**config.mk**
```make
export PLATFORM = sky130hd
export DESIGN_NAME = vgr_rdiv
export DESIGN_NICKNAME = d
export VERILOG_FILES = /design/src/rtl/vgr_pkg.sv /design/src/rtl/vgr_rdiv.sv
export SDC_FILE = /design/constraint.sdc
export NUM_CORES = 1
export LEC_CHECK = 0
export CAP_MARGIN = 20
export CORE_MARGIN = 1
export CORE_UTILIZATION = 24
export CTS_CLUSTER_DIAMETER = 30
export CTS_CLUSTER_SIZE = 30
export DETAILED_ROUTE_END_ITERATION = 6
export DONT_BUFFER_PORTS = 1
export PLACE_DENSITY = 0.42
export SLEW_MARGIN = 20
export SYNTH_ARGS = -nofsm -noshare
export SYNTH_HDL_FRONTEND = slang
export SYNTH_SLANG_ARGS = --single-unit
```
**constraint.sdc**
```tcl
create_clock -name clock -period 7 [get_ports clock]
set_input_delay 0 -clock clock [delete_from_list [all_inputs] [get_ports clock]]
set_output_delay 0 -clock clock [all_outputs]
set_load 0.05 [all_outputs]
```
**src/rtl/vgr_pkg.sv**
```systemverilog
package vgr_pkg;

   localparam int DATA_WIDTH_DEF = 32;
   localparam int FRAC_BITS_DEF  = 16;

   localparam int CSR_DW = 31;
   localparam int CSR_AW = 3;

   localparam logic [CSR_AW-1:0] CSR_MODE    = 3'd0;
   localparam logic [CSR_AW-1:0] CSR_MAX     = 3'd1;
   localparam logic [CSR_AW-1:0] CSR_REFMAX  = 3'd2;
   localparam logic [CSR_AW-1:0] CSR_FREQ    = 3'd3;
   localparam logic [CSR_AW-1:0] CSR_DAMP    = 3'd4;
   localparam logic [CSR_AW-1:0] CSR_GAIN    = 3'd5;

   localparam logic OP_STEP  = 1'b0;
   localparam logic OP_START = 1'b1;

   localparam logic [3:0]  MODE_RST   = 4'd2;
   localparam logic [30:0] MAX_RST    = 31'd327680;
   localparam logic [30:0] REFMAX_RST = 31'd196608;
   localparam logic [19:0] FREQ_RST   = 20'd6554;
   localparam logic [17:0] DAMP_RST   = 18'd58982;
   localparam logic [19:0] GAIN_RST   = 20'd6554;

   localparam int MODE_CTRL  = 0;
   localparam int MODE_REF   = 1;
   localparam int MODE_ALT   = 2;
   localparam int MODE_NOHV  = 3;

   typedef struct packed {
      logic start;
      logic sqrt_sel;
   } rd_ctl_type;

   typedef struct packed {
      logic busy;
      logic done;
   } rd_sts_type;

endpackage

```
**src/rtl/vgr_rdiv.sv**
```systemverilog
module vgr_rdiv #(
   parameter int DATA_WIDTH = vgr_pkg::DATA_WIDTH_DEF,
   parameter int MW         = 32
) (
   input  logic                        clock,
   input  logic                        reset,
   input  vgr_pkg::rd_ctl_type         ctl,
   input  logic [2*DATA_WIDTH-1:0]     rad,
   input  logic [2*MW-1:0]             num,
   input  logic [DATA_WIDTH-1:0]       den,
   output logic [DATA_WIDTH-1:0]       res,
   output vgr_pkg::rd_sts_type         sts
);

   localparam int D  = DATA_WIDTH;
   localparam int CW = $clog2(D+1);

   logic          busy_ff, done_ff, sq_ff;
   logic [CW-1:0] cnt_ff;
   logic [2*D-1:0] sh_ff;
   logic [D:0]    rem_ff;
   logic [D-1:0]  root_ff;

   logic [D+2:0]  cand, trial, diff;
   logic          ge;

   // one shared compare/subtract: root digit or quotient bit per cycle
   always_comb begin
      cand  = sq_ff ? {rem_ff, sh_ff[2*D-1:2*D-2]} : {1'b0, rem_ff, sh_ff[2*D-1]};
      trial = sq_ff ? {1'b0, root_ff, 2'b01} : {3'b000, den};
      ge    = cand >= trial;
      diff  = cand - trial;
   end

   always_ff @(posedge clock) begin
      if (reset) begin
         busy_ff <= 1'b0;
         done_ff <= 1'b0;
      end else begin
         done_ff <= 1'b0;
         if (ctl.start) begin
            busy_ff <= 1'b1;
            cnt_ff  <= CW'(D);
            sq_ff   <= ctl.sqrt_sel;
            root_ff <= '0;
            if (ctl.sqrt_sel) begin
               sh_ff  <= rad;
               rem_ff <= '0;
            end else begin
               // quotient fits D bits, so upper part of num is below den
               sh_ff  <= {num[D-1:0], {D{1'b0}}};
               rem_ff <= {1'b0, num[2*D-1:D]};
            end
         end else if (busy_ff) begin
            rem_ff  <= ge ? diff[D:0] : cand[D:0];
            root_ff <= {root_ff[D-2:0], ge};
            sh_ff   <= sq_ff ? (sh_ff << 2) : (sh_ff << 1);
            cnt_ff  <= cnt_ff - 1'b1;
            if (cnt_ff == CW'(1)) begin
               busy_ff <= 1'b0;
               done_ff <= 1'b1;
            end
         end
      end
   end

   assign res      = root_ff;
   assign sts.busy = busy_ff;
   assign sts.done = done_ff;

endmodule

```
======== Yosys cells after proc, flatten, opt, wreduce, memory -nomap -nowiden ========
Index checks and enable logic that the tools add are counted.
storage, ports and cells
  bits in registers ....................... 138
  output and inout port bits .............. 34
  logic and storage cells ................. 33
cells by class
  add/sub/neg operators ................... 2
  $lt $le $gt $ge ......................... 1
  equality and inequality tests ........... 1
  multiplexer cells ....................... 16
  bitwise logic cells ..................... 2
  reduce and logical (&&, ||, !) cells .... 4
operators by type and width
  kind                   number
  $mux W64               4
  $mux W33               3
  $mux W32               2
  $ge A35 B34 Y1         1
  $mux W35               1
  $mux W34               1
  $sub A33 B33 Y33       1
  $eq A6 B1 Y1 const B   1
  $mux W6                1
  $sub A6 B1 Y6 const B  1
  $mux W1                4
  $reduce_and A2 Y1      2
  $reduce_or A3 Y1       1
  $not A1 Y1             2
  $reduce_bool A2 Y1     1

======== Longest topological paths before layout ========
  depth in word-level cells ............... 5
  mapped depth ............................ 18
  depth with buffers taken out ............ 12

======== Worst setup path before layout ========
OpenSTA, ideal clock, no wires.
  path kind ............................... input-to-reg
  from .................................... input port ctl[1] (netlist name)
  to ...................................... register cnt_ff[0], enable pin
  arrival time ............................ 6.236 ns
  data required time ...................... 6.369 ns
  setup slack ............................. 0.133 ns
  cell stages on the path ................. 4
  buffers on the path ..................... 2
  cells stage by stage .................... clkbuf_1 clkbuf_1 nor2_1 nor2_1
between the ends
  longest elaborated chain between the ends .. 2
ends and longest elaborated chain
  item                                 RTL line        RTL
  from (decl)                          vgr_rdiv.sv:7   input vgr_pkg::rd_ctl_type ctl,
  $reduce_bool A2 Y1 (no source line)  --
  $reduce_and A2 Y1 (no source line)   --
  to (signal assigned)                 vgr_rdiv.sv:43  cnt_ff <= CW'(D);
  to (signal assigned)                 vgr_rdiv.sv:58  cnt_ff <= cnt_ff - 1'b1;
  to (decl)                            vgr_rdiv.sv:19  logic [CW-1:0] cnt_ff;
Every way passes these cells.
A chain may end at the register's enable or synchronous reset.

======== Final worst setup path ========
  from .................................... register sq_ff
  to ...................................... register rem_ff[18] (data pin)
between the ends
  longest elaborated chain between the ends .. 5
ends and longest elaborated chain
  item                                                RTL line                        RTL
  from (decl)                                         vgr_rdiv.sv:18                  logic busy_ff, done_ff, sq_ff;
  from (signal assigned)                              vgr_rdiv.sv:44                  sq_ff <= ctl.sqrt_sel;
  $mux W35 or $mux W34 (tied branches)                vgr_rdiv.sv:29, vgr_rdiv.sv:30
  $sub A33 B33 Y33 or $ge A35 B34 Y1 (tied branches)  vgr_rdiv.sv:32, vgr_rdiv.sv:31
  $mux W33 (*)                                        vgr_rdiv.sv:55                  rem_ff <= ge ? diff[D:0] : cand[D:0];
  $mux W33 (*)                                        vgr_rdiv.sv:54                  end else if (busy_ff) begin
  $mux W33 (*)                                        vgr_rdiv.sv:41                  if (ctl.start) begin
  to (signal assigned)                                vgr_rdiv.sv:52                  rem_ff <= {1'b0, num[2*D-1:D]};
  to (signal assigned)                                vgr_rdiv.sv:55
  to (decl)                                           vgr_rdiv.sv:21                  logic [D:0] rem_ff;
Mark *: on every way between the ends. The rest lies on a longest branch, timed or not. The select of a mux whose other input is x is not followed.

==> results.sh <==
export IMPL_timing_final_max_slew_violations=0
export IMPL_floorplan_die_area_um2=40200
export IMPL_routed_via_count=7377
export IMPL_avgSynthCellArea_um2=10.3
export IMPL_rr_endpoint="rem_ff[18]"
export IMPL_synth_top_cells_by_count="sky130_fd_sc_hd__edfxtp_1, sky130_fd_sc_hd__mux2i_1, sky130_fd_sc_hd__nand2_1, sky130_fd_sc_hd__o21ai_0, sky130_fd_sc_hd__nor2b_1"
export IMPL_first_iter_violations=327
export IMPL_most_instantiated_library_cell_after_synthesis="sky130_fd_sc_hd__edfxtp_1"
export IMPL_clkSlewWorstSetupHoldPaths_ns=0.07
export IMPL_global_route_total_overflow=0
export IMPL_rsz_0062_raised_after_global_routing="false"
export IMPL_synth_top_area_cell="sky130_fd_sc_hd__edfxtp_1"
export IMPL_grt_total_usage_pct=14.3
export IMPL_mappedNetlistNets=1117
export IMPL_coreArea_um2=38700
export IMPL_final_setup_tns_ns=0
export IMPL_io_pins=198
export IMPL_hold_path_end="res[31]"
export IMPL_grt_pass1_vias=7721
export IMPL_post_route_cells_drive_above_1_share_pct=8.30
export IMPL_netlist_top_cells_area="sky130_fd_sc_hd__edfxtp_1, sky130_fd_sc_hd__mux2i_1, sky130_fd_sc_hd__ha_1"
export IMPL_postCtsSetupRepairBufs=0
export IMPL_starting_density_of_the_core_pct=24.4
export IMPL_hold_path_class="input port to flop"
export IMPL_postLayoutCoreUtil_pct=30.6
export IMPL_cts_tree="yes"
export IMPL_hold_depth=2
export IMPL_finalHoldWorstSlack_ns=0.0713
export IMPL_worst_clock_skew_ns=0.0115
export IMPL_placement_rows=72
export IMPL_synth_seq_cells=138
export IMPL_r2r_slack_ns=1.80
export IMPL_dpl_cell_count=1375
export IMPL_nNetsFinal=1212
export IMPL_syn2layout_area_growth_pct=25.4
export IMPL_synth_enable_flop_cells=136
export IMPL_yosysSeqAreaShare_pct=43.6
export IMPL_category_of_the_critical_setup_timing_path="flop to flop"
export IMPL_worst_r2r_cell_count=11
export IMPL_cp_max_fo=62
export IMPL_cts_buffer_depth=2
export IMPL_layout_cells_non_filler=1543
export IMPL_drt_antenna_violating_nets=0
export IMPL_drt_wl_total_mm=28.2
export IMPL_crit_path_start_kind="flop"
export IMPL_postSynth_asyncResetShare_pct=0
export IMPL_synthesized_cell_area_um2=9450
export IMPL_dr_pass1_iters=4
export IMPL_insertion_delay_ns=0.45
export IMPL_yosys_warnings=0
export IMPL_ctsRootBufferMaster="sky130_fd_sc_hd__clkbuf_16"
export IMPL_fin_crit_sh_pct=74.3
export IMPL_period_minus_slack_ns=5.20
export IMPL_cts_buffers=17
export IMPL_globalplace_congestion=0.784
export IMPL_timing_critical_path_to_type="flop"
export IMPL_worst_pin_slew_ns=0.989
export IMPL_maxCapViolCount=0
export IMPL_maxSlewHeadroom_pct=34.1
export IMPL_portBuffers=0
export IMPL_hold_viol=0
export IMPL_clock_fmax_mhz=192
export IMPL_cts_hold_buffers_added=135
export IMPL_outcome="completed"
export IMPL_postSynthCellCount=916
export IMPL_synth_top_flop_cell="sky130_fd_sc_hd__edfxtp_1"
export IMPL_dpl_hpwl_mm=18.9
export IMPL_grt_max_degree=164
export IMPL_cts_sinks=138
export IMPL_antenna_violations_before_repair=2
export IMPL_cts_htree_levels=4
export IMPL_cts_repair_resize_count=0
export IMPL_die_boundary_height_um=200
export IMPL_power_ir_vdd_worst_mv=0.183
export IMPL_critPathArrivalTime_ns=5.40
export IMPL_worst_r2r_startpoint="sq_ff"
export IMPL_drc=0
export IMPL_chipWidth_um=200
export IMPL_grt_pass1_wl_mm=44.3
export IMPL_required_ns=7.20
export IMPL_post_synth_top_area_fraction_pct=43.2
export IMPL_synth_cell_type_count=58
export IMPL_routed_via_density=4.78
export IMPL_finalSetupViolCount=0
export IMPL_wl_per_cell_um=18.3
export IMPL_cellPowerDensity_nw_per_um2=246
export IMPL_hold_path_startpoint="ctl[1]"
export IMPL_static_leakage_nw=4.37
-- worst max-delay path: stages, from the launching register on --
cell	delay (ns)
sky130_fd_sc_hd__edfxtp_1	0.68
sky130_fd_sc_hd__buf_12	0.37
sky130_fd_sc_hd__mux2_2	0.39
sky130_fd_sc_hd__ha_1	0.37
sky130_fd_sc_hd__a211oi_1	0.58
sky130_fd_sc_hd__a2111oi_4	0.19
sky130_fd_sc_hd__o311a_1	0.41
sky130_fd_sc_hd__nor4b_2	0.31
sky130_fd_sc_hd__o31a_2	0.71
sky130_fd_sc_hd__mux2i_1	0.26
sky130_fd_sc_hd__o21ai_0	0.08
sky130_fd_sc_hd__dlygate4sd3_1	0.55
-- through the flow --
stage / cell area, um2 / worst slack, ns / power, mW
6_report: 11900 / 1.80 / 2.91
5_1_grt: 11900 / 1.50 / 3.08
4_1_cts: 11800 / 1.72 / 2.96
3_5_place_dp: 9900 / 1.83 / 1.92
3_3_place_gp: 9900 / 2.00 / 1.92
2_1_floorplan: 9450 / 0.133 / 1.76
-- area by class of cell --
type,count,area [um2]
antenna,1,2.50
clock buffer,18,439
clock inverter,14,128
fill,4075,26900
inverter,10,37.5
multi-input combinational,701,5010
sequential,138,4120
tap,518,648
timing repair buffer,143,1460
-- logic make-up after synthesis --
| kind of cell | count (synthesis) | synth area share, % |
|---|---|---|
| fa+ha+maj | 37 | 4.98 |
| mux | 151 | 16.4 |
| compound gates | 239 | 15.7 |
| buf+inv | 77 | 3.43 |
| flops | 138 | 43.6 |
| xor+xnor | 30 | 2.78 |
| simple gates | 244 | 13.0 |
-- state kept, by name, summed over array words and instances, names as in the netlist --
register	count
res	32
cnt_ff	6
rem_ff	33
busy_ff	1
sh_ff	64
done_ff	1
sq_ff	1
-- routing by layer --
layer | track usage, % | up-vias | wire length, um
li1 | - | 3632 | -
met1 | 18.3 | 3551 | 13200
met2 | 23.4 | 170 | 13400
met3 | 3.72 | 22 | 1200
met4 | 4.53 | 2 | 424
met5 | 0 | - | 13
-- worst max-delay path by stage --
stage,start,endpoint,depth (start not counted)
2_1_floorplan,ctl[1],cnt_ff[0],4
3_3_place_gp,sq_ff,rem_ff[32],12
3_5_place_dp,sq_ff,rem_ff[32],12
4_1_cts,sq_ff,rem_ff[18],11
5_1_grt,sq_ff,rem_ff[18],11
6_report,sq_ff,rem_ff[18],11
-- report_power, final --
part	switching, mW	internal, mW
logic	0.502	0.401
registers	0.0827	1.01
clock network	0.435	0.477
-- layout by cell type, fill, tap and decap left out, drive strengths merged, types with 36 or more instances in the layout --
master	netlist	layout
nand2	81	81
mux2i	118	118
nor2	37	37
dlygate4sd3	0	133
a21oi	64	64
nor2b	65	65
a211oi	37	37
ha	36	36
o21ai	79	79
edfxtp	136	136
Power figures use the tool's default switching activity.
